===== src/hdl/ledss_pkg.sv =====
// Shared types, codes and constants of the LED serial frame sender.
package ledss_pkg;

  localparam int DISPLAY_BYTES_DEF = 14;
  localparam int CNT_W             = 4;
  localparam int BRIGHT_W          = 3;

  localparam logic [7:0]          MODE_BYTE   = 8'h03;
  localparam logic [7:0]          DCMD_BYTE   = 8'h40;
  localparam logic [7:0]          ADDR_BYTE   = 8'hC0;
  localparam logic [7:0]          CTRL_BYTE   = 8'h88;
  localparam logic [BRIGHT_W-1:0] BRIGHT_RST  = 3'd7;

  typedef enum logic [1:0] {
    KIND_TICK  = 2'd0,
    KIND_WRITE = 2'd1,
    KIND_START = 2'd2
  } kind_t;

  typedef enum logic [3:0] {
    PH_IDLE     = 4'd0,
    PH_PRE_MODE = 4'd1,
    PH_MODE     = 4'd2,
    PH_HI_A     = 4'd3,
    PH_LO_A     = 4'd4,
    PH_DCMD     = 4'd5,
    PH_HI_B     = 4'd6,
    PH_LO_B     = 4'd7,
    PH_ADDR     = 4'd8,
    PH_DATA     = 4'd9,
    PH_HI_C     = 4'd10,
    PH_LO_C     = 4'd11,
    PH_PRE_CTRL = 4'd12,
    PH_CTRL     = 4'd13,
    PH_HI_END   = 4'd14
  } phase_t;

  typedef struct packed {
    logic [1:0] kind;
    logic [3:0] digit_index;
    logic [7:0] byte_value;
  } item_t;

  typedef struct packed {
    logic strobe_pin;
    logic clock_pin;
    logic data_pin;
    logic busy_res;
    logic rejected;
  } res_t;

endpackage


===== src/hdl/ledss_in_stage.sv =====
// Input register of the frame sender: holds one accepted transaction.
module ledss_in_stage import ledss_pkg::*; (
  input  logic       clk,
  input  logic       rst_n,
  input  logic       in_valid,
  output logic       in_stall,
  input  item_t      in_item,
  input  logic       advance,
  output logic       item_valid,
  output item_t      item
);

  logic  valid_r;
  item_t item_r;
  logic  accept;

  assign in_stall   = valid_r && !advance;
  assign accept     = in_valid && !in_stall;
  assign item_valid = valid_r;
  assign item       = item_r;

  always_ff @(posedge clk) begin
    if (!rst_n) begin
      valid_r <= 1'b0;
    end else if (accept) begin
      valid_r <= 1'b1;
    end else if (advance) begin
      valid_r <= 1'b0;
    end
  end

  always_ff @(posedge clk) begin
    if (accept) begin
      item_r <= in_item;
    end
  end

endmodule


===== src/hdl/ledss_core.sv =====
// Frame sequencer, display store and brightness register.
module ledss_core import ledss_pkg::*; #(
  parameter int DISPLAY_BYTES = DISPLAY_BYTES_DEF
) (
  input  logic                clk,
  input  logic                rst_n,
  input  logic                cfg_wr_en,
  input  logic [BRIGHT_W-1:0] cfg_wr_data,
  input  logic                proc,
  input  item_t               item,
  output res_t                res
);

  localparam int IDX_W = (DISPLAY_BYTES > 1) ? $clog2(DISPLAY_BYTES) : 1;
  localparam logic [CNT_W:0] NBYTES = (CNT_W+1)'(DISPLAY_BYTES);

  logic [7:0]          store_r [DISPLAY_BYTES];
  logic [BRIGHT_W-1:0] bright_r;
  phase_t              phase_r, phase_nxt;
  logic [CNT_W-1:0]    byte_r, byte_nxt;
  logic [2:0]          bit_r, bit_nxt;
  logic                half_r, half_nxt;
  logic                stb_r, stb_nxt;
  logic                clk_r, clk_nxt;
  logic                dat_r, dat_nxt;
  logic                rej;
  logic                store_we;
  logic                busy;
  logic [7:0]          cur_byte;
  kind_t               kind;

  assign kind = kind_t'(item.kind);
  assign busy = (phase_r != PH_IDLE);

  always_comb begin
    case (phase_r)
      PH_MODE: cur_byte = MODE_BYTE;
      PH_DCMD: cur_byte = DCMD_BYTE;
      PH_ADDR: cur_byte = ADDR_BYTE;
      PH_DATA: cur_byte = store_r[byte_r[IDX_W-1:0]];
      PH_CTRL: cur_byte = CTRL_BYTE | {5'd0, bright_r};
      default: cur_byte = 8'h00;
    endcase
  end

  // Next state of the sequencer and pins for the transaction in the input register.
  always_comb begin
    phase_nxt = phase_r;
    byte_nxt  = byte_r;
    bit_nxt   = bit_r;
    half_nxt  = half_r;
    stb_nxt   = stb_r;
    clk_nxt   = clk_r;
    dat_nxt   = dat_r;
    store_we  = 1'b0;
    case (kind)
      KIND_TICK: begin
        if (busy) begin
          case (phase_r)
            PH_PRE_MODE: phase_nxt = PH_MODE;
            PH_HI_A: begin
              stb_nxt = 1'b1; phase_nxt = PH_LO_A;
            end
            PH_LO_A: begin
              stb_nxt = 1'b0; phase_nxt = PH_DCMD;
            end
            PH_HI_B: begin
              stb_nxt = 1'b1; phase_nxt = PH_LO_B;
            end
            PH_LO_B: begin
              stb_nxt = 1'b0; phase_nxt = PH_ADDR;
            end
            PH_HI_C: begin
              stb_nxt = 1'b1; phase_nxt = PH_LO_C;
            end
            PH_LO_C: begin
              stb_nxt = 1'b0; phase_nxt = PH_PRE_CTRL;
            end
            PH_PRE_CTRL: phase_nxt = PH_CTRL;
            PH_HI_END: begin
              stb_nxt = 1'b1; phase_nxt = PH_IDLE;
            end
            PH_MODE, PH_DCMD, PH_ADDR, PH_DATA, PH_CTRL: begin
              if (!half_r) begin
                // first half of a bit: clock low, data set
                clk_nxt  = 1'b0;
                dat_nxt  = cur_byte[bit_r];
                half_nxt = 1'b1;
              end else begin
                clk_nxt  = 1'b1;
                half_nxt = 1'b0;
                if (bit_r == 3'd7) begin
                  bit_nxt = 3'd0;
                  case (phase_r)
                    PH_MODE: phase_nxt = PH_HI_A;
                    PH_DCMD: phase_nxt = PH_HI_B;
                    PH_ADDR: begin
                      phase_nxt = PH_DATA; byte_nxt = '0;
                    end
                    PH_DATA: begin
                      if (({1'b0, byte_r} + 1'b1) < NBYTES) begin
                        byte_nxt = byte_r + 1'b1;
                      end else begin
                        phase_nxt = PH_HI_C;
                      end
                    end
                    default: phase_nxt = PH_HI_END;
                  endcase
                end else begin
                  bit_nxt = bit_r + 3'd1;
                end
              end
            end
            default: phase_nxt = PH_IDLE;
          endcase
        end
      end
      KIND_WRITE: begin
        if (!busy && ({1'b0, item.digit_index} < NBYTES)) begin
          store_we = 1'b1;
        end
      end
      KIND_START: begin
        if (!busy) begin
          stb_nxt   = 1'b0;
          phase_nxt = PH_PRE_MODE;
          byte_nxt  = '0;
          bit_nxt   = 3'd0;
          half_nxt  = 1'b0;
        end
      end
      default: ;
    endcase
  end

  // Result fields.
  always_comb begin
    rej = busy && ((kind == KIND_WRITE) || (kind == KIND_START));
    res.strobe_pin = stb_nxt;
    res.clock_pin  = clk_nxt;
    res.data_pin   = dat_nxt;
    res.busy_res   = (phase_nxt != PH_IDLE);
    res.rejected   = rej;
  end

  always_ff @(posedge clk) begin
    if (!rst_n) begin
      phase_r <= PH_IDLE;
      byte_r  <= '0;
      bit_r   <= 3'd0;
      half_r  <= 1'b0;
      stb_r   <= 1'b1;
      clk_r   <= 1'b1;
      dat_r   <= 1'b0;
    end else if (proc) begin
      phase_r <= phase_nxt;
      byte_r  <= byte_nxt;
      bit_r   <= bit_nxt;
      half_r  <= half_nxt;
      stb_r   <= stb_nxt;
      clk_r   <= clk_nxt;
      dat_r   <= dat_nxt;
    end
  end

  always_ff @(posedge clk) begin
    if (!rst_n) begin
      bright_r <= BRIGHT_RST;
    end else if (cfg_wr_en) begin
      bright_r <= cfg_wr_data;
    end
  end

  always_ff @(posedge clk) begin
    if (!rst_n) begin
      for (int i = 0; i < DISPLAY_BYTES; i++) begin
        store_r[i] <= 8'h00;
      end
    end else if (proc && store_we) begin
      store_r[item.digit_index[IDX_W-1:0]] <= item.byte_value;
    end
  end

endmodule


===== src/hdl/ledss_out_stage.sv =====
// Result register of the frame sender.
module ledss_out_stage import ledss_pkg::*; (
  input  logic clk,
  input  logic rst_n,
  input  logic item_valid,
  input  res_t res,
  output logic advance,
  output logic out_valid,
  input  logic out_stall,
  output res_t out_res
);

  logic valid_r;
  res_t res_r;

  // take a new result when the register is empty or being drained
  assign advance   = item_valid && (!valid_r || !out_stall);
  assign out_valid = valid_r;
  assign out_res   = res_r;

  always_ff @(posedge clk) begin
    if (!rst_n) begin
      valid_r <= 1'b0;
    end else if (advance) begin
      valid_r <= 1'b1;
    end else if (!out_stall) begin
      valid_r <= 1'b0;
    end
  end

  always_ff @(posedge clk) begin
    if (advance) begin
      res_r <= res;
    end
  end

endmodule


===== src/hdl/led_driver_serial_frame_sender_unit.sv =====
// Top level of the LED serial frame sender.
//
// Drives the strobe, clock and data lines of an LED controller. Each input
// transaction is a tick (one delay period), a display byte write, a frame
// start or an unused kind that changes nothing; each one yields exactly one
// result transaction with the line levels, a busy flag and a rejected flag
// (write or start refused during a frame). Both channels use valid/stall; a
// transaction moves when valid is high and stall is low.
// An accepted input waits in the input register, its result in the result
// register. Throughput: one transaction per cycle while out_stall is low;
// the input register feeds the sequencer and the result register directly.
// When the receiver stalls, the result register holds; the input register
// still takes one more transaction, then in_stall rises until the result
// register drains.
// Reset (rst_n low, synchronous) empties both registers, clears the display
// store, sets brightness to 7 and returns the lines to strobe high, clock
// high, data low. Brightness is written through cfg_wr_en / cfg_wr_data.
module led_driver_serial_frame_sender_unit import ledss_pkg::*; #(
  parameter int DISPLAY_BYTES = DISPLAY_BYTES_DEF
) (
  input  logic                clk,
  input  logic                rst_n,
  input  logic                cfg_wr_en,
  input  logic [BRIGHT_W-1:0] cfg_wr_data,
  input  logic                in_valid,
  output logic                in_stall,
  input  logic [1:0]          in_kind,
  input  logic [3:0]          in_digit_index,
  input  logic [7:0]          in_byte_value,
  output logic                out_valid,
  input  logic                out_stall,
  output logic                out_strobe_pin,
  output logic                out_clock_pin,
  output logic                out_data_pin,
  output logic                out_busy_res,
  output logic                out_rejected
);

  item_t in_item, item;
  logic  item_valid;
  logic  advance;
  res_t  res, out_res;

  assign in_item.kind        = in_kind;
  assign in_item.digit_index = in_digit_index;
  assign in_item.byte_value  = in_byte_value;

  ledss_in_stage u_in (
    .clk        (clk),
    .rst_n      (rst_n),
    .in_valid   (in_valid),
    .in_stall   (in_stall),
    .in_item    (in_item),
    .advance    (advance),
    .item_valid (item_valid),
    .item       (item)
  );

  ledss_core #(
    .DISPLAY_BYTES (DISPLAY_BYTES)
  ) u_core (
    .clk         (clk),
    .rst_n       (rst_n),
    .cfg_wr_en   (cfg_wr_en),
    .cfg_wr_data (cfg_wr_data),
    .proc        (advance),
    .item        (item),
    .res         (res)
  );

  ledss_out_stage u_out (
    .clk        (clk),
    .rst_n      (rst_n),
    .item_valid (item_valid),
    .res        (res),
    .advance    (advance),
    .out_valid  (out_valid),
    .out_stall  (out_stall),
    .out_res    (out_res)
  );

  assign out_strobe_pin = out_res.strobe_pin;
  assign out_clock_pin  = out_res.clock_pin;
  assign out_data_pin   = out_res.data_pin;
  assign out_busy_res   = out_res.busy_res;
  assign out_rejected   = out_res.rejected;

endmodule


===== config.mk =====
export PLATFORM = sky130hd
export DESIGN_NAME = led_driver_serial_frame_sender_unit
export DESIGN_NICKNAME = d
export VERILOG_FILES = /design/src/hdl/ledss_pkg.sv /design/src/hdl/ledss_in_stage.sv /design/src/hdl/ledss_core.sv /design/src/hdl/ledss_out_stage.sv /design/src/hdl/led_driver_serial_frame_sender_unit.sv
export SDC_FILE = /design/constraint.sdc
export NUM_CORES = 1
export LEC_CHECK = 0
export BUFFER_PORTS_ARGS = -buffer_cell sky130_fd_sc_hd__buf_4
export CORE_ASPECT_RATIO = 0.9
export CORE_UTILIZATION = 50
export DETAILED_ROUTE_END_ITERATION = 10
export PLACE_DENSITY = 0.78
export RECOVER_POWER = 25
export SLEW_MARGIN = 10
export SYNTH_ARGS = -nofsm -noshare
export SYNTH_HDL_FRONTEND = slang
export SYNTH_SLANG_ARGS = --single-unit

===== constraint.sdc =====
create_clock -name clk -period 3.4 [get_ports clk]
set_input_delay 0.17 -clock clk [delete_from_list [all_inputs] [get_ports clk]]
set_output_delay 0.17 -clock clk [all_outputs]
set_load 0.01 [all_outputs]

Word-level counts from Yosys, hierarchy flattened
Memory sizes are Yosys's and may differ from the RTL's. A register that Yosys moved wholly into a read port is not among the register bits.
Cells that the tools add are included.
Word-level totals
  memories kept: 1
  bits in registers: 39
  RAM bits: 112
  word-level logic and storage cells: 132
Memories
  u_core.store_r: depth 14, bits a word 8, read ports 1, clocked after Yosys merged registers in 1, write ports 14, RTL line ledss_core.sv:17  | logic [7:0] store_r [DISPLAY_BYTES];
Operators by class
  $lt $le $gt $ge: 3
  $add $sub $neg: 3
  muxes and demuxes: 57
  equality and inequality tests: 25
  reduce and logical (&&, ||, !) cells: 25
Operators by type and width (count)
  $mux 4: 14
  $pmux 8 s5: 1
  $pmux 4 s9: 1
  $eq 4x4->1 const B: 7
  $mux 1: 26
  $pmux 4 s2: 3
  $eq 4x3->1 const B: 4
  $pmux 4 s4: 1
  $mux 3: 5
  $ne 2x1->1 const B: 5
  $reduce_and 9->1: 1
  $eq 4x2->1 const B: 2
  $mux 8: 1
  $reduce_bool 4->1: 2
  $reduce_or 8->1: 1
  $logic_and 1x1->1: 6
  $pmux 1 s2: 3
  $pmux 3 s2: 1
  $reduce_and 6->1: 1
  $add 4x1->5 const B: 1
  $logic_not 1->1: 5
  $lt 5x4->1 const B: 1
  $reduce_and 5->1: 1
  $reduce_or 5->1: 1
  other kinds (17): 19

Longest topological paths before layout
  word-level depth: 11
  mapped depth: 8
  gate-level depth less buffers: 8

Hierarchy
From an unflattened synthesis, not the netlist that was laid out.
Unflattened totals
  cells, all modules: 589
  area total of the unflattened synthesis: 8050.2 µm²
Modules (own cells, without submodules)
  ledss_core: times used 1, area an instance 7393.3 µm², seq. area each 4284.1 µm², cells each 562
  ledss_in_stage: times used 1, area an instance 467.9 µm², seq. area each 440.4 µm², cells each 18
  ledss_out_stage: times used 1, area an instance 188.9 µm², seq. area each 170.2 µm², cells each 9

Worst setup path after synthesis
Ideal clock, no wire load.
  path kind: reg2reg
  start point: register u_core.phase_r[2]
  end point: memory u_core.store_r[12][0], enable pin
  data required time: 3016 ps
  setup slack: 999 ps
  arrival time: 2017 ps
  library setup time: 384 ps
  path buffers: 2
  stages on the path, launching flop included: 7
  period minus slack after synthesis: 2401 ps
  path through: dfxtp_1 -> buf_6 -> nor4_2 -> nand4_1 -> or3_1 -> clkbuf_1 -> o21ai_0
RTL lines
  start, declared: RTL line ledss_core.sv:19  | phase_t phase_r, phase_nxt;
  start signal, assigned: RTL line ledss_core.sv:156  | phase_r <= phase_nxt;
  end, declared: RTL line ledss_core.sv:17

==> results.sh <==
export IMPL_status="finished clean"
export IMPL_grt_use_met3=0.0824
export IMPL_synth_cell_types=63
export IMPL_fill_cells=1178
export IMPL_hold_violations=0
export IMPL_maxCapViolCount=0
export IMPL_rsz0062_at_grt="false"
export IMPL_die_area_um2=16500
export IMPL_grt_max_degree=29
export IMPL_antenna_cells=0
export IMPL_synth_cells=604
export IMPL_std_cell_rows=43
export IMPL_grt_total_usage=0.240
export IMPL_grt_overflow=0
export IMPL_place_hpwl_mm=12.6
export IMPL_start_util=0.515
export IMPL_critical_path_max_fanout=16
export IMPL_cts_tree="yes"
export IMPL_critPathArrivalTime_ns=3.11
export IMPL_area_delta_synth_final_pct=15.9
export IMPL_min_period_ns=3.01
export IMPL_wl_per_cell_um=20.9
export IMPL_clk_pin_slew_worst_paths_ns=0.07
export IMPL_synthTopCellsByCount="edfxtp_1, and2_1, nand2_1, mux2i_1, nor2_1"
export IMPL_cts_setup_buffers=0
export IMPL_routed_via_density=5.94
export IMPL_ys_seq_area_frac=0.612
export IMPL_reg2reg_slack_ns=0.39
export IMPL_fin_worst_skew_ns=0.00934
export IMPL_worstSkewPairLatency_ns=0.44
export IMPL_reg2reg_to="u_core.store_r[3][4]"
export IMPL_dr_first_iter_drc_count=635
export IMPL_synth_area_um2=8000
export IMPL_leakage_nw=3.32
export IMPL_ir_drop_uv=338
export IMPL_hold_slack_ns=0.0133
export IMPL_slew_headroom=0.287
export IMPL_antenna_left=0
export IMPL_synth_most_common_cell="edfxtp_1"
export IMPL_wl_mm=18.5
export IMPL_hold_depth=3
export IMPL_regArea_um2=4890
export IMPL_cts_sinks=171
export IMPL_cts_resized=0
export IMPL_rr_worst_depth=7
export IMPL_root_buffer="clkbuf_16"
export IMPL_power_mw=4.56
export IMPL_cts_buffer_depth=2
export IMPL_setup_violations=0
export IMPL_r2r_start="u_core.phase_r[0]"
export IMPL_vias=5271
export IMPL_hold_path_end="u_core.bright_r[2]"
export IMPL_synth_async_reset_ratio=0
export IMPL_grt_pass1_vias=5078
export IMPL_yosysWarnings=0
export IMPL_synth_ff_type="edfxtp_1"
export IMPL_grt_busiest_layer="met2"
export IMPL_final_layout_size_suffix_gt1_frac=0.152
export IMPL_htreeDepth=4
export IMPL_gr_usage_met1=0.308
export IMPL_hp_start="cfg_wr_en"
export IMPL_min_path_type="in -> reg"
export IMPL_synth_edff_count=147
export IMPL_io_buffer_count=28
export IMPL_synth_top_cell_area_share=0.552
export IMPL_fp_dieW_um=135
export IMPL_route_detailed_drc=0
export IMPL_met2_usage=0.370
export IMPL_cts_hold_buf=22
export IMPL_start_kind="flip-flop"
export IMPL_grt_pass1_wl_mm=28.2
export IMPL_fin_crit_sh=0.887
export IMPL_dr_pass1_iters=5
export IMPL_avgSynthCellArea_um2=13.2
export IMPL_ioPinCount=29
export IMPL_tightest_slew_ns=1.04
export IMPL_power_density_nw_per_um2=492
export IMPL_cp_required_ns=3.49
export IMPL_maxSlewViolCount=0
export IMPL_post_synth_top_area_cell="edfxtp_1"
export IMPL_synth_area_top_cells="edfxtp_1, and2_1, mux4_2"
export IMPL_fmax_ghz=0.332
export IMPL_core_um2=15500
export IMPL_place_congestion=1.03
export IMPL_antenna_found_initial=0
export IMPL_cts_buffers=17
export IMPL_end_kind="flip-flop"
export IMPL_crit_type="reg -> reg"
export IMPL_multiInputGateArea_um2=2950
export IMPL_fin_setup_tns_ns=0
export IMPL_utilization=0.597
export IMPL_yosys_register_bits=171
export IMPL_nNetsFinal=701
export IMPL_die_h_um=122
==> area by class of cell <==
cell class	instances	share of cell area
clock inverters	14	0.0166
flip-flops and latches	171	0.528
inverters	13	0.00526
multi-input cells	400	0.318
well taps	202	0.0272
repair buffers	70	0.0585
clock buffers	18	0.0463
==> layout by cell type, fill, tap and decap left out, types with 8 or more instances in the layout <==
| cell type | netlist | final |
|---|---|---|
| a21oi_1 | 17 | 17 |
| conb_1 | 1 | 16 |
| clkbuf_16 | 0 | 17 |
| edfxtp_1 | 147 | 147 |
| nand3_1 | 8 | 8 |
| o21ai_0 | 17 | 17 |
| buf_4 | 2 | 21 |
| mux2i_1 | 26 | 26 |
| nand2b_1 | 9 | 9 |
| o21ai_1 | 9 | 9 |
| and2_1 | 115 | 115 |
| inv_1 | 12 | 12 |
| mux4_2 | 24 | 24 |
| dfxtp_1 | 24 | 24 |
| clkbuf_4 | 0 | 17 |
| nand2_1 | 30 | 31 |
| clkbuf_1 | 22 | 11 |
| nor2_1 | 26 | 26 |
| nor2b_1 | 9 | 9 |
| nor3_1 | 10 | 10 |
| dlygate4sd3_1 | 0 | 22 |
==> critical path: stages (launching register included) <==
cell	delay, ns
dfxtp_1	0.47
nor4_2	0.71
nand2_1	0.13
nor3_1	0.27
nand4_1	0.27
nor3_1	0.27
buf_4	0.19
nand2b_1	0.35
==> power by group <==
group          switching, mW  internal (mW)  total [mW]
combinational          0.123         0.0912       0.214
clock                  0.879           1.04        1.92
sequential            0.0739           2.35        2.43
total                   1.08           3.48        4.56
==> flip-flops by register name, indices dropped and copies added (netlist names), named ones only <==
name and cells:
u_core.store_r 128, u_in.item 14, u_out.out_res 5, u_core.byte_r 4
u_core.phase_r 4, u_core.bit_r 3, u_core.bright_r 3, u_core.clk_r 1
u_core.dat_r 1, u_core.half_r 1, u_core.stb_r 1, u_in.item_valid 1
u_out.out_valid 1
==> logic make-up (layout without fill, tap and decap cells) <==
logic type,count (synthesis),count (layout),share of synthesized area
AOI/OAI and AO/OA,90,90,0.0785
adders and majority gates,6,6,0.00938
buffers and inverters,48,115,0.0260
DFF,171,171,0.612
muxes,54,54,0.106
other,1,16,0.000469
and+or+nand+nor,234,234,0.168
==> how the worst max path moves through the flow <==
stage                       from                    end  slack (ns)  cells after the start
4_1_cts        u_core.phase_r[0]   u_core.store_r[3][3]        0.45                      7
2_1_floorplan  u_core.phase_r[2]  u_core.store_r[12][0]         1.0                      6
5_1_grt        u_core.phase_r[0]   u_core.store_r[3][3]        0.24                      7
3_5_place_dp   u_core.phase_r[0]   u_core.store_r[9][2]        0.53                      5
6_report       u_core.phase_r[0]   u_core.store_r[3][4]        0.39                      7
3_3_place_gp   u_core.phase_r[0]   u_core.store_r[9][2]        0.68                      5
==> per-layer routing <==
metal | wire length, µm | up-vias
li1 | - | 2374
met1 | 7330 | 2561
met2 | 8650 | 288
met3 | 1980 | 48
met4 | 575 | 0
met5 | 0 | -
==> metrics by stage <==
stage                     std cells  instance area (µm²)  setup WS [ns]
after global placement          834                 8510          0.679
after detailed placement        834                 8510          0.534
after CTS                       888                 9320          0.455
after floorplan                 619                 8060          0.999
after global routing            888                 9280          0.236
final                           888                 9280          0.386
No activity file was read; power rests on OpenSTA's default activity.
